==> config.mk <==
export PLATFORM = sky130hd
export DESIGN_NAME = msf_back_flat
export DESIGN_NICKNAME = d
export VERILOG_FILES = /design/src/hdl/msf_pkg.sv /design/src/hdl/msf_intf.sv /design/src/hdl/msf_back.sv /design/src/flat_wrapper.sv
export SDC_FILE = /design/constraint.sdc
export NUM_CORES = 2
export LEC_CHECK = 0
export BUFFER_PORTS_ARGS = -buffer_cell sky130_fd_sc_hd__buf_2
export CORE_AREA = 2 2 334 501
export DETAILED_ROUTE_END_ITERATION = 6
export DIE_AREA = 0 0 336 503
export GPL_ROUTABILITY_DRIVEN = 0
export MAX_ROUTING_LAYER = met4
export SYNTH_ARGS = -nofsm -noshare
export SYNTH_HDL_FRONTEND = slang
export SYNTH_SLANG_ARGS = --single-unit
==> constraint.sdc <==
create_clock -name clk_i -period 8 [get_ports clk_i]
set_clock_uncertainty 0.2 [all_clocks]
set_input_delay 1.2 -clock clk_i [delete_from_list [all_inputs] [get_ports clk_i]]
set_output_delay 1.2 -clock clk_i [all_outputs]
set_load 0.01 [all_outputs]
==> src/hdl/msf_pkg.sv <==
// msf_pkg: widths, constants, frame layout and the job type of the step command framer
// no dependencies; used by the interfaces and every module of the framer
`default_nettype none

package msf_pkg;

  localparam int ANGLE_W     = 24;
  localparam int DELTA_W     = 25;
  localparam int RATE_W      = 24;
  localparam int PROD_W      = 50;
  localparam int FRAC_SHIFT  = 28;
  localparam int STEPS_W     = 21;
  localparam int RECIP_W     = 21;
  localparam int RECIP_SHIFT = 34;
  localparam int QUOT_W      = 8;
  localparam int KPROD_W     = 22;
  localparam int REM_W       = 14;
  localparam int IDX_W       = 4;
  localparam int MOTOR_W     = 2;
  localparam int BYTE_W      = 8;
  localparam int DATA_W      = 32;
  localparam int PADDR_W     = 3;
  localparam int QUEUE_DEPTH = 4;

  // rounding half step in Q.28
  localparam logic signed [PROD_W-1:0] HALF_STEP = PROD_W'(1) <<< 27;

  // floor(q / 10000) == (q * STEP_RECIP) >> RECIP_SHIFT for every q below 2**21
  localparam logic [RECIP_W-1:0] STEP_RECIP    = 21'd1717987;
  localparam logic [REM_W-1:0]   STEP_MODULUS  = 14'd10000;
  localparam logic [REM_W-1:0]   DIGIT_STEP    = 14'd1000;

  localparam logic [RATE_W-1:0] FIRST_RATE_RESET = 24'd2010307;
  localparam logic [RATE_W-1:0] OTHER_RATE_RESET = 24'd2332242;

  // register index, taken from paddr[2]
  localparam logic REG_FIRST_RATE = 1'b0;
  localparam logic REG_OTHER_RATE = 1'b1;

  localparam logic [MOTOR_W-1:0] MARKER_MOTOR = 2'd0;

  localparam logic [BYTE_W-1:0] CHAR_ZERO  = 8'h30;
  localparam logic [BYTE_W-1:0] CHAR_SEMI  = 8'h3b;
  localparam logic [BYTE_W-1:0] CHAR_PLUS  = 8'h2b;
  localparam logic [BYTE_W-1:0] CHAR_MINUS = 8'h2d;
  localparam logic [BYTE_W-1:0] CHAR_CR    = 8'h0d;
  localparam logic [BYTE_W-1:0] CHAR_LF    = 8'h0a;

  // byte positions within a frame
  localparam logic [IDX_W-1:0] POS_MOTOR = 4'd0;
  localparam logic [IDX_W-1:0] POS_SEMI  = 4'd1;
  localparam logic [IDX_W-1:0] POS_SIGN  = 4'd2;
  localparam logic [IDX_W-1:0] POS_D0    = 4'd3;
  localparam logic [IDX_W-1:0] POS_D1    = 4'd4;
  localparam logic [IDX_W-1:0] POS_D2    = 4'd5;
  localparam logic [IDX_W-1:0] POS_D3    = 4'd6;
  localparam logic [IDX_W-1:0] POS_CR    = 4'd7;
  localparam logic [IDX_W-1:0] POS_LF    = 4'd8;

  typedef struct packed {
    logic                      marker;
    logic [MOTOR_W-1:0]        motor;
    logic signed [DELTA_W-1:0] delta;
    logic                      last;
  } job_t;

endpackage

`default_nettype wire

==> src/hdl/msf_intf.sv <==
// msf_point_if and msf_byte_if: valid/ready channels of the step command framer
// depends on msf_pkg
`default_nettype none


interface msf_byte_if import msf_pkg::*; ();
  logic               valid;
  logic               ready;
  logic [BYTE_W-1:0]  frame_byte;
  logic [MOTOR_W-1:0] motor_number;
  logic               last_of_run;

  modport source (output valid, frame_byte, motor_number, last_of_run, input ready);
  modport sink   (input valid, frame_byte, motor_number, last_of_run, output ready);
endinterface

`default_nettype wire

==> src/hdl/msf_back.sv <==
// msf_back: step count pipeline and frame byte emitter
// depends on msf_pkg and msf_intf
`default_nettype none

module msf_back import msf_pkg::*; (
  input  logic              clk_i,
  input  logic              rst_ni,
  input  job_t              job_i,
  input  logic              job_valid_i,
  output logic              job_ready_o,
  input  logic [RATE_W-1:0] first_rate_i,
  input  logic [RATE_W-1:0] other_rate_i,
  msf_byte_if.source        byte_o
);

  typedef struct packed {
    logic               neg;
    logic [MOTOR_W-1:0] motor;
    logic               last;
  } tag_t;

  // arithmetic pipeline, all stages move together
  logic                             adv;
  logic                             pop;
  logic [5:0]                       v_q;
  tag_t                             tag_q[6];
  logic signed [PROD_W-1:0]         prod_q;
  logic signed [PROD_W-1:0]         sum_q;
  logic [STEPS_W-1:0]               q3_q;
  logic [STEPS_W-1:0]               q4_q;
  logic [STEPS_W-1:0]               q5_q;
  logic [STEPS_W+RECIP_W-1:0]       qp_q;
  logic [KPROD_W-1:0]               kp_q;
  logic [REM_W-1:0]                 rem_q;
  logic [RATE_W-1:0]                rate;
  logic signed [DELTA_W-1:0]        rate_s;
  logic signed [PROD_W-1:0]         prod_d;
  logic [PROD_W-1:0]                mag;
  logic [QUOT_W-1:0]                quot;
  logic [STEPS_W-1:0]               diff;

  // emitter
  logic               busy_q;
  logic [IDX_W-1:0]   idx_q;
  logic               neg_q;
  logic [MOTOR_W-1:0] motor_q;
  logic               last_q;
  logic [REM_W-1:0]   r_q;
  logic [3:0]         digit;
  logic [REM_W-1:0]   rem_lo;
  logic [REM_W-1:0]   r_next;
  logic               xfer;
  logic               load;

  assign xfer = byte_o.valid && byte_o.ready;
  assign load = v_q[5] && (!busy_q || (xfer && idx_q == POS_LF));
  assign adv  = !v_q[5] || load;
  assign pop  = adv && job_valid_i;
  assign job_ready_o = adv;

  assign rate   = (job_i.motor == 2'd1) ? first_rate_i : other_rate_i;
  assign rate_s = $signed({1'b0, rate});
  assign prod_d = job_i.delta * rate_s;
  assign mag    = sum_q[PROD_W-1] ? PROD_W'(-sum_q) : PROD_W'(sum_q);
  assign quot   = qp_q[RECIP_SHIFT +: QUOT_W];
  assign diff   = q5_q - kp_q[STEPS_W-1:0];

  always_ff @(posedge clk_i or negedge rst_ni) begin
    if (!rst_ni) begin
      v_q <= '0;
    end else if (adv) begin
      v_q <= {v_q[4:0], job_valid_i};
    end
  end

  always_ff @(posedge clk_i) begin
    if (adv) begin
      // a marker frame reads as a negative zero step count
      if (pop) begin
        prod_q       <= job_i.marker ? '0 : prod_d;
        tag_q[0].neg <= job_i.marker || job_i.delta[DELTA_W-1];
        tag_q[0].motor <= job_i.motor;
        tag_q[0].last  <= job_i.last;
      end
      for (int s = 1; s < 6; s++) begin
        tag_q[s] <= tag_q[s-1];
      end
      sum_q <= prod_q + HALF_STEP;
      q3_q  <= mag[FRAC_SHIFT +: STEPS_W];
      qp_q  <= q3_q * STEP_RECIP;
      q4_q  <= q3_q;
      kp_q  <= KPROD_W'(quot) * KPROD_W'(STEP_MODULUS);
      q5_q  <= q4_q;
      rem_q <= diff[REM_W-1:0];
    end
  end

  // next decimal digit of a value below 10000
  always_comb begin
    digit = 4'd0;
    for (int j = 1; j < 10; j++) begin
      if (r_q >= REM_W'(j) * DIGIT_STEP) begin
        digit = 4'(j);
      end
    end
    rem_lo = r_q - REM_W'(digit) * DIGIT_STEP;
    r_next = REM_W'(rem_lo * REM_W'(10));
  end

  always_ff @(posedge clk_i or negedge rst_ni) begin
    if (!rst_ni) begin
      busy_q <= 1'b0;
      idx_q  <= POS_MOTOR;
    end else if (load) begin
      busy_q <= 1'b1;
      idx_q  <= POS_MOTOR;
    end else if (xfer) begin
      if (idx_q == POS_LF) begin
        busy_q <= 1'b0;
      end else begin
        idx_q <= idx_q + 1'b1;
      end
    end
  end

  always_ff @(posedge clk_i) begin
    if (load) begin
      neg_q   <= tag_q[5].neg;
      motor_q <= tag_q[5].motor;
      last_q  <= tag_q[5].last;
      r_q     <= rem_q;
    end else if (xfer && (idx_q inside {[POS_D0:POS_D3]})) begin
      r_q <= r_next;
    end
  end

  always_comb begin
    case (idx_q)
      POS_MOTOR: byte_o.frame_byte = CHAR_ZERO + BYTE_W'(motor_q);
      POS_SEMI:  byte_o.frame_byte = CHAR_SEMI;
      POS_SIGN:  byte_o.frame_byte = neg_q ? CHAR_MINUS : CHAR_PLUS;
      POS_D0, POS_D1, POS_D2, POS_D3: byte_o.frame_byte = CHAR_ZERO + BYTE_W'(digit);
      POS_CR:    byte_o.frame_byte = CHAR_CR;
      POS_LF:    byte_o.frame_byte = CHAR_LF;
      default:   byte_o.frame_byte = '0;
    endcase
  end

  assign byte_o.valid        = busy_q;
  assign byte_o.motor_number = motor_q;
  assign byte_o.last_of_run  = last_q && (idx_q == POS_LF);

  a_idx_in_frame: assert property (@(posedge clk_i) disable iff (!rst_ni)
    busy_q |-> idx_q <= POS_LF)
    else $error("byte index past end of frame");

  a_marker_negative: assert property (@(posedge clk_i) disable iff (!rst_ni)
    busy_q && motor_q == MARKER_MOTOR |-> neg_q)
    else $error("marker frame without minus sign");

  a_load_starts_frame: assert property (@(posedge clk_i) disable iff (!rst_ni)
    load |=> busy_q && idx_q == POS_MOTOR)
    else $error("loaded frame does not start at its first byte");

endmodule

`default_nettype wire

==> src/flat_wrapper.sv <==
// flat-port wrapper written by rule: the top's interface ports become plain ports
module msf_back_flat import msf_pkg::*;
  (clk_i, rst_ni, job_i, job_valid_i, job_ready_o, first_rate_i, other_rate_i, byte_o_valid, byte_o_frame_byte, byte_o_motor_number, byte_o_last_of_run, byte_o_ready);
  msf_byte_if byte_o_i ();
  input  logic clk_i;
  input  logic rst_ni;
  input  job_t job_i;
  input  logic job_valid_i;
  output logic job_ready_o;
  input  logic [RATE_W-1:0] first_rate_i;
  input  logic [RATE_W-1:0] other_rate_i;
  output wire logic [$bits(byte_o_i.valid)-1:0] byte_o_valid;
  output wire logic [$bits(byte_o_i.frame_byte)-1:0] byte_o_frame_byte;
  output wire logic [$bits(byte_o_i.motor_number)-1:0] byte_o_motor_number;
  output wire logic [$bits(byte_o_i.last_of_run)-1:0] byte_o_last_of_run;
  input wire logic [$bits(byte_o_i.ready)-1:0] byte_o_ready;
  assign byte_o_valid = byte_o_i.valid;
  assign byte_o_frame_byte = byte_o_i.frame_byte;
  assign byte_o_motor_number = byte_o_i.motor_number;
  assign byte_o_last_of_run = byte_o_i.last_of_run;
  assign byte_o_i.ready = byte_o_ready;
  msf_back u_core (.clk_i(clk_i), .rst_ni(rst_ni), .job_i(job_i), .job_valid_i(job_valid_i), .job_ready_o(job_ready_o), .first_rate_i(first_rate_i), .other_rate_i(other_rate_i), .byte_o(byte_o_i));
endmodule
==> results by group <==
Cells and area
  • Layout area overhead: 20.5%
  • Final nets: 5738
  • Commonest cells after routing, fill and taps aside: inv_1, fa_1, nand2_1, ha_1, buf_4
  • Layout cells sized above 1: 0.170
  • Most common cell after layout, fill and taps aside: inv_1
  • Non-Filler Instances: 6683

Placement
  • Detailed placement HPWL: 86200 um
  • I/O Buffers: 91
  • Dpl cells: 6571
  • Pre-CTS setup slack: -1090 ps

Critical path
  • Crit path buffers/inverters: 11
  • Crit path arrival time: 8290 ps
  • Setup crit end kind: register
  • Top cell by count, worst path: fa_1
  • CP Max Fanout: 6
  • Setup CP Type: in2reg
  • Slowest library cell on the worst path: fa_1
  • CP delay by family, top: adder cells
  • Critical Path RT: 8090 ps
  • CP max stage delay: 540 ps
  • Crit start category: input port

Clocking
  • CTS clk-pin slew, worst paths: 60 ps
  • CTS sink cnt: 234
  • Worst-case clock buffer depth: 3
  • Hold-fix buffers at CTS: 0
  • Worst skew pair latency: 540 ps
  • H-tree levels: 1
  • CTS root buf: clkbuf_16
  • CTS tree: built
  • TritonCTS buffer count: 26

Yosys
  • Mux cell area share after synthesis: 0.00887
  • Ys flop type: edfxtp_1
  • Yosys reg bits: 234
  • Cell variety after synth: 66
  • Adder-Cell Fraction of Synth Area: 0.521
  • Seq/Total Area, Yosys: 0.170
  • Post-Synth XOR/XNOR Area: 0.0291
  • Synth Area in Simple Gates: 0.113
  • Post-synthesis compound-gate area fraction: 0.0516
  • Synth warn: 0
  • Post-synth EDFFs: 223
  • Cells after Synth: 4055
  • Fraction of registers with async set/reset: 0.0470
  • Post-synthesis cell area: 40900 um^2
  • Synthesized area per cell: 10.1 um^2
  • Largest family of logic cells by synthesized area: adder cells

Floorplan
  • IO Count: 94
  • Number of cell rows: 183
  • Die W: 336 um
  • Die height: 503 um
  • Core ar.: 165000 um^2
  • Die area: 169000 um^2
  • Initial Util: 0.248

Detailed routing
  • DR WL met3: 3250 um
  • Drt wl/cell: 15.1 um
  • Met1 Wirelength: 37000 um
  • Top Metal Used: met4
  • Overall routed net length: 101000 um
  • Pre-Repair DR Iteration Count: 5
  • WL met2: 56000 um
  • Vias per cell: 4.28
  • Total number of vias: 28600
  • Final ANT Viol Nets: 0
  • DRT iter0 DRCs: 1076
  • DRC: 0

STA
  • WHS: 215 ps
  • Final worst slack: -198 ps
  • Setup TNS: -1870 ps
  • Max_slew headroom: 0.347
  • Final setup fails: 16
  • Hold Fails Final Rpt: 0
  • Final worst path period share: 1.02
  • Fmax: 0.122 GHz
  • Slew at the pin with the worst max-slew slack: 973 ps
  • Min Tclk post-route: 8200 ps
  • RSZ-0062 raised after global routing: yes
  • Pins over their slew limit: 0

Global routing
  • Largest net degree at the start of global routing: 75
  • First-pass GRT wire length: 168000 um
  • Gr usage total: 0.127
  • Vias in the first global route: 32700
  • Total grt overflow: 0
  • Antenna violations before repair: 2

Min path
  • HP Class: reg2reg

Run
  • Max Cap Violations: 0

Run status
  • Failing checks: negative setup slack
  • Status: finished with violations
## per-stage QoR
| step | util | area [um^2] |
|---|---|---|
| after global routing | 0.299 | 49300 |
| after floorplan | - | 41700 |
| after global placement | 0.284 | 46900 |
| after detailed placement | 0.284 | 46900 |
| final | 0.299 | 49300 |
| after CTS | 0.296 | 48900 |
## worst register-to-register path, cell delays in order, from the launching register on
cell       delay, ps
edfxtp_1         560
ha_1             500
inv_1            200
fa_1             570
inv_1             70
fa_1             530
fa_1             530
fa_1             520
fa_1             500
ha_1             320
ha_1             330
a21o_1           190
a21o_1           180
a21oi_1          330
o2111ai_1        230
a21oi_1          390
o21bai_1         240
a21o_1           220
o41a_1           330
xnor2_1          130
## final timing paths
check                                   startpoint             endpoint  slack [ps]  cells after the start
max in group asynchronous                   rst_ni  u_core.byte_o.valid        7060                      1
worst min-delay path            u_core.tag_q[5][0]        u_core.last_q         210                      0
worst max-delay path                     job_i[27]    u_core.prod_q[47]        -200                     30
worst min register to register  u_core.tag_q[5][0]        u_core.last_q         210                      0
worst max register to register      u_core.q3_q[9]      u_core.qp_q[41]         690                     19
min in group asynchronous                   rst_ni      u_core.idx_q[3]         330                      1
## synth_stat cells (all sizes together) (3+ instances only)
cell	n	area share
mux2i	7	0.0017
a21o	67	0.012
o21ai	54	0.0067
nor2	113	0.010
nor3b	6	0.0011
xor2	36	0.0077
mux2	26	0.0072
and2	108	0.017
a221o	3	0.00073
o31ai	7	0.0013
a211o	4	0.00086
edfxtp	223	0.16
buf	4	0.00055
a2111oi	5	0.0011
o21a	10	0.0018
xnor2	100	0.021
or2	11	0.0017
or3	7	0.0012
a31o	3	0.00064
nand2	441	0.040
nand2b	20	0.0031
a211oi	10	0.0018
nand3	31	0.0038
inv	1013	0.093
fa	815	0.40
or4	6	0.0012
dfrtp	11	0.0067
o41ai	4	0.00086
a31oi	16	0.0024
clkbuf	133	0.012
nand4	17	0.0026
o21bai	18	0.0033
ha	399	0.12
o2111ai	5	0.0011
nor3	19	0.0023
nor2b	152	0.023
a21oi	89	0.011
nor4	11	0.0021
and3	18	0.0028
o211ai	4	0.00073
a21boi	6	0.0011
## cell families (layout without fill, tap and decap cells)
| kind of cell | after synthesis | in the layout |
|---|---|---|
| XOR/XNOR | 136 | 136 |
| flip-flops | 234 | 234 |
| AO/OA/AOI/OAI | 323 | 323 |
| other | 1 | 3 |
| adder cells (fa/ha/maj) | 1214 | 1214 |
| buffers and inverters | 1150 | 1553 |
| AND/OR/NAND/NOR | 964 | 964 |
| multiplexers | 33 | 36 |
## timing repair
| action | 4_1_cts | 5_1_grt |
|---|---|---|
| setup endpoints to repair | 23 | 28 |
| resized for setup | 119 | 69 |
| buffers inserted | 48 | 13 |
| cloned | 5 | 1 |
| endpoints found under the hold margin | 0 | 0 |
| pin swaps | 72 | 44 |
## per-layer routing
| layer | track usage | vias to the layer above |
|---|---|---|
| met4 | 0.0495 | 0 |
| met2 | 0.245 | 604 |
| met1 | 0.129 | 14600 |
| li1 | - | 13100 |
| met3 | 0.0124 | 263 |
| met5 | - | - |
## state kept, by name, indices dropped and copies added, names as in the netlist, 2 cells and up
register and flops:
u_core.byte_o.motor_number 2, u_core.rem_q 14, u_core.sum_q 50, u_core.tag_q 24, u_core.kp_q 10, u_core.q5_q 14
u_core.q3_q 21, u_core.v_q 6, u_core.q4_q 13, u_core.idx_q 4, u_core.r_q 14, u_core.qp_q 9
u_core.prod_q 50
## area by class of cell
type | count | area (um^2)
fillers | 17100 | 116000
multi-input cells | 2675 | 30700
diodes | 1 | 2.50
well taps | 2220 | 2780
flip-flops and latches | 234 | 6970
repair buffers | 493 | 4130
clock buffers | 31 | 691
inverters | 1013 | 3810
clock inverters | 16 | 238
Power is left out: the tool's default activity adds up to more than one toggle a clock period on the data nets, which glitch-free logic cannot reach.
