<file path="config.mk">
export PLATFORM = sky130hd
export DESIGN_NAME = msf_queue
export DESIGN_NICKNAME = d
export VERILOG_FILES = /design/src/hdl/msf_pkg.sv /design/src/hdl/msf_queue.sv
export SDC_FILE = /design/constraint.sdc
export NUM_CORES = 1
export LEC_CHECK = 0
export ABC_AREA = 0
export BUFFER_PORTS_ARGS = -buffer_cell sky130_fd_sc_hd__buf_2
export CORE_MARGIN = 4
export CORE_UTILIZATION = 51
export DETAILED_ROUTE_END_ITERATION = 16
export GPL_ROUTABILITY_DRIVEN = 0
export PLACE_DENSITY = 0.86
export SYNTH_ARGS = -nofsm -noshare
export SYNTH_HDL_FRONTEND = slang
export SYNTH_SLANG_ARGS = --single-unit
export TNS_END_PERCENT = 5
</file>
<file path="constraint.sdc">
create_clock -name clk_i -period 1.9 [get_ports clk_i]
set_input_delay 0.475 -clock clk_i [delete_from_list [all_inputs] [get_ports clk_i]]
set_output_delay 0.475 -clock clk_i [all_outputs]
set_load 0.03 [all_outputs]
</file>
<file path="src/hdl/msf_pkg.sv">
// msf_pkg: widths, constants, frame layout and the job type of the step command framer
// no dependencies; used by the interfaces and every module of the framer
`default_nettype none

package msf_pkg;

  localparam int ANGLE_W     = 24;
  localparam int DELTA_W     = 25;
  localparam int RATE_W      = 24;
  localparam int PROD_W      = 50;
  localparam int FRAC_SHIFT  = 28;
  localparam int STEPS_W     = 21;
  localparam int RECIP_W     = 21;
  localparam int RECIP_SHIFT = 34;
  localparam int QUOT_W      = 8;
  localparam int KPROD_W     = 22;
  localparam int REM_W       = 14;
  localparam int IDX_W       = 4;
  localparam int MOTOR_W     = 2;
  localparam int BYTE_W      = 8;
  localparam int DATA_W      = 32;
  localparam int PADDR_W     = 3;
  localparam int QUEUE_DEPTH = 4;

  // rounding half step in Q.28
  localparam logic signed [PROD_W-1:0] HALF_STEP = PROD_W'(1) <<< 27;

  // floor(q / 10000) == (q * STEP_RECIP) >> RECIP_SHIFT for every q below 2**21
  localparam logic [RECIP_W-1:0] STEP_RECIP    = 21'd1717987;
  localparam logic [REM_W-1:0]   STEP_MODULUS  = 14'd10000;
  localparam logic [REM_W-1:0]   DIGIT_STEP    = 14'd1000;

  localparam logic [RATE_W-1:0] FIRST_RATE_RESET = 24'd2010307;
  localparam logic [RATE_W-1:0] OTHER_RATE_RESET = 24'd2332242;

  // register index, taken from paddr[2]
  localparam logic REG_FIRST_RATE = 1'b0;
  localparam logic REG_OTHER_RATE = 1'b1;

  localparam logic [MOTOR_W-1:0] MARKER_MOTOR = 2'd0;

  localparam logic [BYTE_W-1:0] CHAR_ZERO  = 8'h30;
  localparam logic [BYTE_W-1:0] CHAR_SEMI  = 8'h3b;
  localparam logic [BYTE_W-1:0] CHAR_PLUS  = 8'h2b;
  localparam logic [BYTE_W-1:0] CHAR_MINUS = 8'h2d;
  localparam logic [BYTE_W-1:0] CHAR_CR    = 8'h0d;
  localparam logic [BYTE_W-1:0] CHAR_LF    = 8'h0a;

  // byte positions within a frame
  localparam logic [IDX_W-1:0] POS_MOTOR = 4'd0;
  localparam logic [IDX_W-1:0] POS_SEMI  = 4'd1;
  localparam logic [IDX_W-1:0] POS_SIGN  = 4'd2;
  localparam logic [IDX_W-1:0] POS_D0    = 4'd3;
  localparam logic [IDX_W-1:0] POS_D1    = 4'd4;
  localparam logic [IDX_W-1:0] POS_D2    = 4'd5;
  localparam logic [IDX_W-1:0] POS_D3    = 4'd6;
  localparam logic [IDX_W-1:0] POS_CR    = 4'd7;
  localparam logic [IDX_W-1:0] POS_LF    = 4'd8;

  typedef struct packed {
    logic                      marker;
    logic [MOTOR_W-1:0]        motor;
    logic signed [DELTA_W-1:0] delta;
    logic                      last;
  } job_t;

endpackage

`default_nettype wire

</file>
<file path="src/hdl/msf_queue.sv">
// msf_queue: short job queue between the front and back parts
// depends on msf_pkg
`default_nettype none

module msf_queue import msf_pkg::*; #(
  parameter int Depth = QUEUE_DEPTH
) (
  input  logic clk_i,
  input  logic rst_ni,
  input  job_t push_data_i,
  input  logic push_valid_i,
  output logic push_ready_o,
  output job_t pop_data_o,
  output logic pop_valid_o,
  input  logic pop_ready_i
);

  localparam int PtrW = $clog2(Depth);
  localparam int CntW = $clog2(Depth + 1);

  job_t            entry_q[Depth];
  logic [PtrW-1:0] wr_ptr_q;
  logic [PtrW-1:0] rd_ptr_q;
  logic [CntW-1:0] count_q;
  logic            push;
  logic            pop;

  assign push_ready_o = (count_q != CntW'(Depth));
  assign pop_valid_o  = (count_q != '0);
  assign push         = push_valid_i && push_ready_o;
  assign pop          = pop_valid_o && pop_ready_i;
  assign pop_data_o   = entry_q[rd_ptr_q];

  always_ff @(posedge clk_i or negedge rst_ni) begin
    if (!rst_ni) begin
      wr_ptr_q <= '0;
      rd_ptr_q <= '0;
      count_q  <= '0;
    end else begin
      if (push) begin
        wr_ptr_q <= (wr_ptr_q == PtrW'(Depth - 1)) ? '0 : wr_ptr_q + 1'b1;
      end
      if (pop) begin
        rd_ptr_q <= (rd_ptr_q == PtrW'(Depth - 1)) ? '0 : rd_ptr_q + 1'b1;
      end
      if (push && !pop) begin
        count_q <= count_q + 1'b1;
      end else if (pop && !push) begin
        count_q <= count_q - 1'b1;
      end
    end
  end

  always_ff @(posedge clk_i) begin
    if (push) begin
      entry_q[wr_ptr_q] <= push_data_i;
    end
  end

  a_count_bound: assert property (@(posedge clk_i) disable iff (!rst_ni)
    count_q <= CntW'(Depth))
    else $error("job queue count beyond its depth");

endmodule

`default_nettype wire

</file>
==> metrics.yaml, run 1 <==
pwr:
  ir_worst_vdd_mv: 1.01
  p_leak_nw: 2.18
  pwr-share-clk_pct: 28.2
  sequentialPowerShare_pct: 34.5
  pwr_density_cell_nw_per_um2: 1820
  switching_share_pct: 31.2
  power.switching_w: 0.00343
  intPower_w: 0.00757
  comb_power_share_pct: 37.3
timing:
  period_share_pct: 122
  rsz0062_at_grt: "yes"
  finalCriticalPeriod_ps: 2310
  finalSetupViolCount: 33
  finalWorstSetupSlack_ps: -409
  slew_headroom_pct: 76.0
  whs_ps: 188
  max_freq_ghz: 0.433
  finalHoldViolations: 0
  maxSlewViolCount: 0
  tightest_slew_ps: 360
  skew_ps: 6.23
detailed_routing:
  drt_first_pass_iters: 4
  vias: 2120
  vias_per_cell: 5.25
  drc_errors: 0
  route.final.wire_length_um: 7980
  wire_per_inst_um: 19.7
  ant_nets: 0
  drtIter0Drc: 110
status:
  failed_checks: "negative setup slack"
  outcome: "finished with violations"
worst_setup_path:
  worstPathRequired_ps: 1420
  crit_arrival_ps: 1830
  crit_fanout: 16
  end_kind: "primary output"
  path_class: "reg2out"
  cp-start-kind: "flip-flop"
layout:
  syn_to_final_growth_pct: 31.0
  num_antenna_cells: 0
  fillers: 544
  layout_common_cells: "116 x edfxtp_1, 32 x buf_2, 32 x buf_6"
  nets: 323
  drive_gt1_share_pct: 53.0
  layout_commonest_cell: "edfxtp_1"
  postLayoutCellArea_um2: 6030
logic_synthesis:
  synth_top_area_share_pct: 75.6
  synth_cell_types: 18
  synth_area_um2: 4610
  avgSynthCellArea_um2: 24.6
  synth_area_leaders: "edfxtp_1 76%, mux4_2 14%, dfrtp_1 3.8%, ha_1 1.6%, mux2_2 0.73%"
  syn_inst: 187
  yosys_warnings: 0
  synth-seq-cells: 123
  yosysSeqAreaShare_pct: 79.4
  synth_nets: 227
  yosys.area.top_type: "edfxtp_1"
cts:
  cts_max_level: 4
  cts.path.max_buffers: 2
  cts_tree: "yes"
  root_buffer: "clkbuf_8"
  cts_sinks: 123
  cts_buffers: 17
  clkLatencyLatePin_ps: 500
  clk_pin_slew_ps: 60
global_routing:
  grt_pass1_vias: 2270
  grtUsageTotal_pct: 16.7
  grt_overflow: 0
  grt_pass1_wl_um: 12200
  grt_start_max_net_pins: 28
  antenna_found_initial: 1
job:
  drv_cap: 0
die:
  ios: 64
  die_y_um: 103
  die_area_um2: 10600
  core_area_um2: 8760
  dieWidth_um: 103
  rows: 34
  start_util_pct: 52.6
placed_design:
  io_buffers: 63
  place_area_um2: 5220
  detailed_place_hpwl_um: 4890
min_path:
  hold_class: "in2reg"
logic make-up after synthesis:
logic type,after synthesis,share of synthesized area [%]
flip-flops,123,79.4
multiplexers,34,15.6
AND/OR/NAND/NOR,11,1.58
buffers and inverters,9,0.815
adder cells (fa/ha/maj),7,2.06
XOR/XNOR,3,0.570
synthesized netlist by cell type (all sizes together):
library cell  count
clkbuf            3
inv               3
ha                6
nor2              3
fa                1
mux2              5
xnor2             1
or3b              1
xor2              2
nand2             1
edfxtp          116
dfrtp             7
mux4             29
and2              1
and3              4
buf               3
or3               1
timing repair:
action | CTS | global route
hold buffers | 1 | 0
cloned | 0 | 0
setup buffers | 1 | 0
setup endpoints to repair | 33 | 33
endpoints found under the hold margin | 7 | 0
resized for setup | 63 | 1
pin swaps | 1 | 0
worst max-delay path, cell delays in order, from the launching register on:
cell     delay [ps]
dfrtp_2         430
buf_12          190
mux4_2          540
buf_6           160
registers in the layout, summed over array words and instances, names as in the netlist:
signal and count:
rd_ptr_q 2, wr_ptr_q 2, count_q 3, entry_q 116
per-layer routing:
metal	share of wire [%]	global-route usage [%]	wire [µm]
met5	0.16	0	13
met4	0.53	5.08	42
met3	6.6	8.46	530
met2	53	26.5	4200
met1	40	20.3	3190
stage by stage:
step	cells	util (%)	setup slack (ps)	power (W)	TNS (ps)
after floorplan	187	-	-136	0.00622	-234
after global placement	370	59.6	15.4	0.00727	0
after detailed placement	370	59.6	-39.0	0.00735	-76.0
after CTS	404	68.8	-472	0.0111	-12710
after global routing	404	68.9	-514	0.0115	-14130
final	404	68.9	-409	0.0110	-11150
cell type report:
class                      count  area (µm²)  share of cell area [%]
sequential                   123        3660                    60.6
multi-input combinational     55         935                    15.5
timing repair buffer          83         703                    11.7
clock buffer                  18         418                    6.93
clock inverter                14         173                    2.86
tap                          108         135                    2.24
inverter                       3        11.3                   0.187
power groups by stage:
| stage | clock, W | combinational, W | sequential [W] |
|---|---|---|---|
| 2_1_floorplan | 0 | 0.00244 | 0.00378 |
| 3_3_place_gp | 0 | 0.00347 | 0.00380 |
| 3_5_place_dp | 0 | 0.00350 | 0.00384 |
| 4_1_cts | 0.00316 | 0.00416 | 0.00380 |
| 5_1_grt | 0.00332 | 0.00435 | 0.00383 |
| 6_report | 0.00310 | 0.00410 | 0.00379 |
final timing paths:
kind                                         startpoint                       end  slack [ps]  cells past startpoint
max in group asynchronous                        rst_ni   rd_ptr_q[0]$_DFFE_PN0P_        1390                      2
worst max register to register   count_q[0]$_DFFE_PN0P_    count_q[1]$_DFFE_PN0P_         -60                      6
worst max-delay path            rd_ptr_q[0]$_DFFE_PN0P_            pop_data_o[23]        -410                      3
worst min register to register   count_q[2]$_DFFE_PN0P_    count_q[2]$_DFFE_PN0P_         500                      1
worst min-delay path                    push_data_i[19]  entry_q[1][19]$_DFFE_PP_         190                      1
min in group asynchronous                        rst_ni    count_q[2]$_DFFE_PN0P_         330                      2
(Power assumes the default switching activity.)
==> run 2: changes to the inputs <==
--- a/config.mk
+++ b/config.mk
@@ -6,12 +6,13 @@
 export NUM_CORES = 1
 export LEC_CHECK = 0
 export ABC_AREA = 0
+export ABC_CLOCK_PERIOD_IN_PS = 1900
 export BUFFER_PORTS_ARGS = -buffer_cell sky130_fd_sc_hd__buf_2
 export CORE_MARGIN = 4
 export CORE_UTILIZATION = 51
 export DETAILED_ROUTE_END_ITERATION = 16
 export GPL_ROUTABILITY_DRIVEN = 0
-export PLACE_DENSITY = 0.86
+export PLACE_DENSITY = 0.81
 export SYNTH_ARGS = -nofsm -noshare
 export SYNTH_HDL_FRONTEND = slang
 export SYNTH_SLANG_ARGS = --single-unit
==> metrics.yaml, run 2 (synthesis results as in run 1) <==
placed_design:
  detailed_place_hpwl_um: 4750  # -2.8%
  io_buffers: 63  # unchanged
  place_ws_ps: -34.9  # +4.02 ps
die:
  die_area_um2: 10600  # unchanged
  die_y_um: 103  # unchanged
  start_util_pct: 52.6  # unchanged
  ios: 64  # unchanged
  rows: 34  # unchanged
  core_area_um2: 8760  # unchanged
  dieWidth_um: 103  # unchanged
timing:
  finalCriticalPeriod_ps: 2310  # +5.17 ps
  finalWorstSetupSlack_ps: -414  # -5.17 ps
  finalHoldViolations: 0  # unchanged
  period_share_pct: 122  # +0.27 points
  max_freq_ghz: 0.432  # -0.22%
  finalSetupViolCount: 33  # unchanged
  tightest_slew_ps: 462  # +101 ps
  slew_headroom_pct: 69.2  # -6.8 points
  fin_tns_setup_ps: -11880  # -724 ps
  rsz0062_at_grt: "yes"
  skew_ps: 6.73  # +0.496 ps
  maxSlewViolCount: 0  # unchanged
worst_setup_path:
  crit_fanout: 6  # -10
  worstPathRequired_ps: 1420  # about the same
  cp_slowest_cell: "mux4_2"
  max_stage_delay_ps: 500  # -40 ps
  end_kind: "primary output"
  crit_arrival_ps: 1840  # about the same
  path_cells: "buf_12 -> clkbuf_16 -> mux4_2 -> buf_6"
  path_class: "reg2out"
  r2r-end: "count_q[2]$_DFFE_PN0P_"
  cp-start-kind: "flip-flop"
  cp_top_family: "multiplexers"
  worstRegToRegCells: 8  # +2
  critical_path_buf_inv_count: 3  # +1
  reg2reg_setup_slack_ps: -40  # +20 ps
  worstReg2RegStart: "count_q[0]$_DFFE_PN0P_"
layout:
  syn_to_final_growth_pct: 32.4
  top_regs: "entry_q x116, count_q x3"
  largest_register_ffs: 116  # unchanged
  drive_gt1_share_pct: 52.9  # -0.14 points
  fillers: 532  # -2.2%
  layout_commonest_cell: "edfxtp_1"
  regMostFlops: "entry_q"
  layout_common_cells: "116 x edfxtp_1, 36 x buf_2, 29 x mux4_2"
  nets: 320  # -0.93%
  num_antenna_cells: 0  # unchanged
  fin_util_pct: 69.6  # +0.73 points
min_path:
  worstHoldEndpoint: "entry_q[1][10]$_DFFE_PP_"
  whs_path_depth: 1  # unchanged
  hold_class: "in2reg"
  hp-start: "push_data_i[10]"
cts:
  root_buffer: "clkbuf_8"
  cts.path.max_buffers: 2  # unchanged
  clk_pin_slew_ps: 60  # about the same
  cts_max_level: 4  # unchanged
  clkLatencyLatePin_ps: 500  # about the same
  cts_buffers: 17  # unchanged
  cts_tree: "yes"
  cts_sinks: 123  # unchanged
global_routing:
  antenna_found_initial: 0  # -1
  grt_pass1_vias: 2355  # +3.7%
  grt_pass1_wl_um: 12600  # +2.7%
  grt_start_max_net_pins: 30  # +7.1%
  grt_overflow: 0  # unchanged
  grtUsageTotal_pct: 17.0  # +0.24 points
detailed_routing:
  vias: 2245  # +5.9%
  drtIter0Drc: 114  # +3.6%
  drc_errors: 0  # unchanged
  vias_per_cell: 5.60  # +6.7%
  wire_per_inst_um: 21.4  # +8.3%
  drt_first_pass_iters: 4  # unchanged
  ant_nets: 0  # unchanged
  route.final.wire_length_um: 8580  # +7.5%
pwr:
  p_leak_nw: 2.19  # +0.67%
  ir_worst_vdd_mv: 0.838  # -17%
  pwr_density_cell_nw_per_um2: 1870  # +2.8%
job:
  drv_cap: 0  # unchanged
status:
  failed_checks: "negative setup slack"
  outcome: "finished with violations"
run 2: cell count changes in the layout (fill, tap and decap cells not counted), moves of 4 or more:
cell,delta
and3_2,-4
and3_4,+4
buf_2,+4
buf_4,-6
buf_6,-5
run 2: metrics by stage:
step                      cell area, µm²  hold WS [ps]  instances  total power [W]
final                               6100           183        401           0.0114
after CTS                           5930           155        397           0.0111
after floorplan                     4630           179        187          0.00622
after global placement              5170           319        364          0.00720
after global routing                6100           158        401           0.0119
after detailed placement            5170           327        364          0.00729
run 2: where the power goes:
group	internal [W]	leakage (nW)	switching, W
clock network	0.00227	0.302	0.00114
registers	0.00361	1.14	0.000184
logic	0.00204	0.746	0.00218
total	0.00791	2.19	0.00351
run 2: cell type report:
| type | instances | area [µm²] | area share, % |
|---|---|---|---|
| Sequential cell | 123 | 3660 | 60.0 |
| Multi-Input combinational cell | 55 | 945 | 15.5 |
| Timing Repair Buffer | 80 | 712 | 11.7 |
| Clock buffer | 18 | 418 | 6.85 |
| Clock inverter | 14 | 218 | 3.57 |
| Tap cell | 108 | 135 | 2.22 |
| Inverter | 3 | 11.3 | 0.185 |
run 2: routing by layer:
layer | wire (µm) | GRT usage [%] | up-vias
met5 | 0 | 0 | -
met4 | 108 | 7.27 | 0
met3 | 465 | 6.36 | 13
met2 | 4710 | 28.1 | 75
met1 | 3300 | 20.0 | 1178
li1 | - | - | 979
run 2: what timing repair did:
item / 4_1_cts / 5_1_grt
cloned: 0 / 3
hold buffers: 1 / 0
endpoints found under the hold margin: 7 / 0
pin swaps: 1 / 0
setup endpoints to repair: 33 / 149
setup buffers: 0 / 1
gates resized for setup: 39 / 31
run 2: worst max-delay path by stage:
| stage | startpoint | endpoint | slack [ps] | depth (start not counted) |
|---|---|---|---|---|
| finish | rd_ptr_q[0]$_DFFE_PN0P_ | pop_data_o[24] | -410 | 4 |
| global route | rd_ptr_q[0]$_DFFE_PN0P_ | pop_data_o[12] | -480 | 4 |
| CTS | rd_ptr_q[0]$_DFFE_PN0P_ | pop_data_o[12] | -450 | 3 |
| detailed placement | count_q[0]$_DFFE_PN0P_ | count_q[2]$_DFFE_PN0P_ | -30 | 8 |
| global placement | count_q[0]$_DFFE_PN0P_ | count_q[1]$_DFFE_PN0P_ | 10 | 6 |
| floorplan | count_q[0]$_DFFE_PN0P_ | count_q[1]$_DFFE_PN0P_ | -140 | 6 |
==> run 3: changes to the inputs <==
--- a/config.mk
+++ b/config.mk
@@ -6,13 +6,13 @@
 export NUM_CORES = 1
 export LEC_CHECK = 0
 export ABC_AREA = 0
-export ABC_CLOCK_PERIOD_IN_PS = 1900
+export ABC_CLOCK_PERIOD_IN_PS = 2350
 export BUFFER_PORTS_ARGS = -buffer_cell sky130_fd_sc_hd__buf_2
-export CORE_MARGIN = 4
-export CORE_UTILIZATION = 51
+export CORE_MARGIN = 2
+export CORE_UTILIZATION = 52
 export DETAILED_ROUTE_END_ITERATION = 16
 export GPL_ROUTABILITY_DRIVEN = 0
-export PLACE_DENSITY = 0.81
+export PLACE_DENSITY = 0.79
 export SYNTH_ARGS = -nofsm -noshare
 export SYNTH_HDL_FRONTEND = slang
 export SYNTH_SLANG_ARGS = --single-unit
==> constraint.sdc (replaced) <==
create_clock -name clk_i -period 2.35 [get_ports clk_i]
set_input_delay 0.5875 -clock clk_i [delete_from_list [all_inputs] [get_ports clk_i]]
set_output_delay 0.5875 -clock clk_i [all_outputs]
set_load 0.03 [all_outputs]
==> metrics.yaml, run 3 (synthesis results as in run 1) <==
global_routing:
  grt_pass1_vias: 2370  # +0.64%
  grt_overflow: 0  # unchanged
  grt_pass1_wl_um: 13600  # +8.1%
  grt_start_max_net_pins: 19  # -37%
  antenna_found_initial: 1  # +1
  grtUsageTotal_pct: 19.8  # +2.8 points
die:
  core_area_um2: 8640  # -1.5%
  rows: 34  # unchanged
  die_area_um2: 9630  # -9.3%
  start_util_pct: 53.3  # +0.78 points
  ios: 64  # unchanged
  dieWidth_um: 98.1  # -4.8%
  die_y_um: 98.1  # -4.8%
layout:
  layout_common_cells: "116 x edfxtp_1, 39 x buf_2, 29 x mux4_2"
  fillers: 524  # -1.5%
  postLayoutCellArea_um2: 6070  # -0.51%
  drive_gt1_share_pct: 51.9  # -1.0 points
  nets: 318  # -0.63%
  largest_register_ffs: 116  # unchanged
  layout_commonest_cell: "edfxtp_1"
  top_regs: "entry_q x116, count_q x3"
  regMostFlops: "entry_q"
  syn_to_final_growth_pct: 31.7
  num_antenna_cells: 0  # unchanged
timing:
  rsz0062_at_grt: "yes"
  fin_tns_setup_ps: -2820  # +9060 ps
  tightest_slew_ps: 451  # -10.3 ps
  finalWorstSetupSlack_ps: -118  # +296 ps
  skew_ps: 6.94  # +0.209 ps
  max_freq_ghz: 0.405
  finalSetupViolCount: 29  # -12%
  slew_headroom_pct: 69.9  # +0.69 points
  maxSlewViolCount: 0  # unchanged
  finalHoldViolations: 0  # unchanged
  period_share_pct: 105
  finalCriticalPeriod_ps: 2470
detailed_routing:
  drc_errors: 0  # unchanged
  vias_per_cell: 5.58  # -0.39%
  wire_per_inst_um: 22.0  # +2.9%
  drtIter0Drc: 101  # -11%
  drt_first_pass_iters: 4  # unchanged
  ant_nets: 0  # unchanged
  vias: 2225  # -0.89%
  route.final.wire_length_um: 8780  # +2.4%
cts:
  cts_buffers: 17  # unchanged
  cts_sinks: 123  # unchanged
  clkLatencyLatePin_ps: 510  # about the same
  root_buffer: "clkbuf_8"
  cts_tree: "yes"
  cts.path.max_buffers: 2  # unchanged
  cts_max_level: 4  # unchanged
  clk_pin_slew_ps: 60  # about the same
pwr:
  comb_power_share_pct: 36.7  # -0.2 points
  intPower_w: 0.00634  # -20%
  p_leak_nw: 2.19  # -0.10%
  ir_worst_vdd_mv: 0.802  # -4.2%
  power.switching_w: 0.00286  # -18%
  pwr_density_cell_nw_per_um2: 1520  # -19%
  switching_share_pct: 31.1  # +0.39 points
  sequentialPowerShare_pct: 33.4  # +0.2 points
  pwr-share-clk_pct: 29.9  # about the same
worst_setup_path:
  crit_fanout: 6  # unchanged
  worstPathRequired_ps: 1760  # +340 ps
  worstRegToRegCells: 8  # unchanged
  crit_arrival_ps: 1880  # +40 ps
  path_class: "reg2out"
  end_kind: "primary output"
  reg2reg_setup_slack_ps: 140  # +180 ps
  worstReg2RegStart: "count_q[0]$_DFFE_PN0P_"
  r2r-end: "count_q[2]$_DFFE_PN0P_"
  cp-start-kind: "flip-flop"
min_path:
  hold_class: "in2reg"
  worstHoldEndpoint: "entry_q[0][2]$_DFFE_PP_"
  hp-start: "push_data_i[2]"
  whs_path_depth: 1  # unchanged
status:
  failed_checks: "negative setup slack"
  outcome: "finished with violations"
placed_design:
  place_ws_ps: 108  # +143 ps
  detailed_place_hpwl_um: 4780  # +0.66%
  place_area_um2: 5150  # -0.22%
  io_buffers: 63  # unchanged
job:
  drv_cap: 0  # unchanged
==> run 3: changes by cell type in the layout (fill, tap and decap cells not counted), sizes merged <==
cell,previous run,this run
clkinvlp,3,2
clkbuf,20,18
clkinv,4,5
==> run 3: power by group through the flow <==
stage          Clock (W)  Combinational (W)  Sequential (W)
6_report         0.00275            0.00337         0.00308
4_1_cts          0.00278            0.00343         0.00308
3_3_place_gp           0            0.00272         0.00307
3_5_place_dp           0            0.00275         0.00310
5_1_grt          0.00288            0.00356         0.00312
2_1_floorplan          0            0.00195         0.00306
==> run 3: final cells by class <==
class	instances	area [µm²]	area share, %
Timing Repair Buffer	78	711	11.7
Clock buffer	18	418	6.89
Multi-Input combinational cell	55	913	15.1
Tap cell	108	135	2.23
Clock inverter	14	219	3.61
Inverter	3	11.3	0.186
Sequential cell	123	3660	60.3
==> run 3: worst max-delay path by stage <==
stage                     slack, ps  cells after the start                endpoint                     from
after CTS                      -150                      4           pop_data_o[1]  rd_ptr_q[0]$_DFFE_PN0P_
after floorplan                 130                      8  count_q[2]$_DFFE_PN0P_   count_q[1]$_DFFE_PN0P_
after detailed placement        110                      8  count_q[2]$_DFFE_PN0P_   count_q[0]$_DFFE_PN0P_
after global placement          230                      8  count_q[2]$_DFFE_PN0P_   count_q[1]$_DFFE_PN0P_
final                          -120                      4           pop_data_o[1]  rd_ptr_q[0]$_DFFE_PN0P_
after global routing           -180                      4          pop_data_o[24]  rd_ptr_q[0]$_DFFE_PN0P_
==> run 3: timing repair <==
| action | 4_1_cts | 5_1_grt |
|---|---|---|
| hold buffers | 1 | 0 |
| setup buffers | 3 | 0 |
| gates cloned | 3 | 0 |
| resized for setup | 53 | 1 |
| endpoints found under the hold margin | 7 | 0 |
| setup endpoints to repair | 29 | 30 |
==> run 3: metal layers <==
metal	part of all wire [%]	track usage (%)
met5	0.15	0
met2	53	33.2
met4	1.5	6.20
met3	6.0	6.51
met1	39	24.9
==> run 3: critical path, cell delays in order, from the launching register on <==
cell     delay (ps)
dfrtp_2         410
buf_6           120
buf_12          130
mux4_2          550
buf_6           160
==> run 3: stage by stage <==
stage | cells | hold slack (ps) | total power [W] | utilization, %
after global placement | 360 | 432 | 0.00579 | 59.7
after CTS | 399 | 264 | 0.00929 | 70.2
after detailed placement | 360 | 437 | 0.00586 | 59.7
after floorplan | 187 | 292 | 0.00501 | -
final | 399 | 285 | 0.00920 | 70.3
after global routing | 399 | 272 | 0.00956 | 70.3
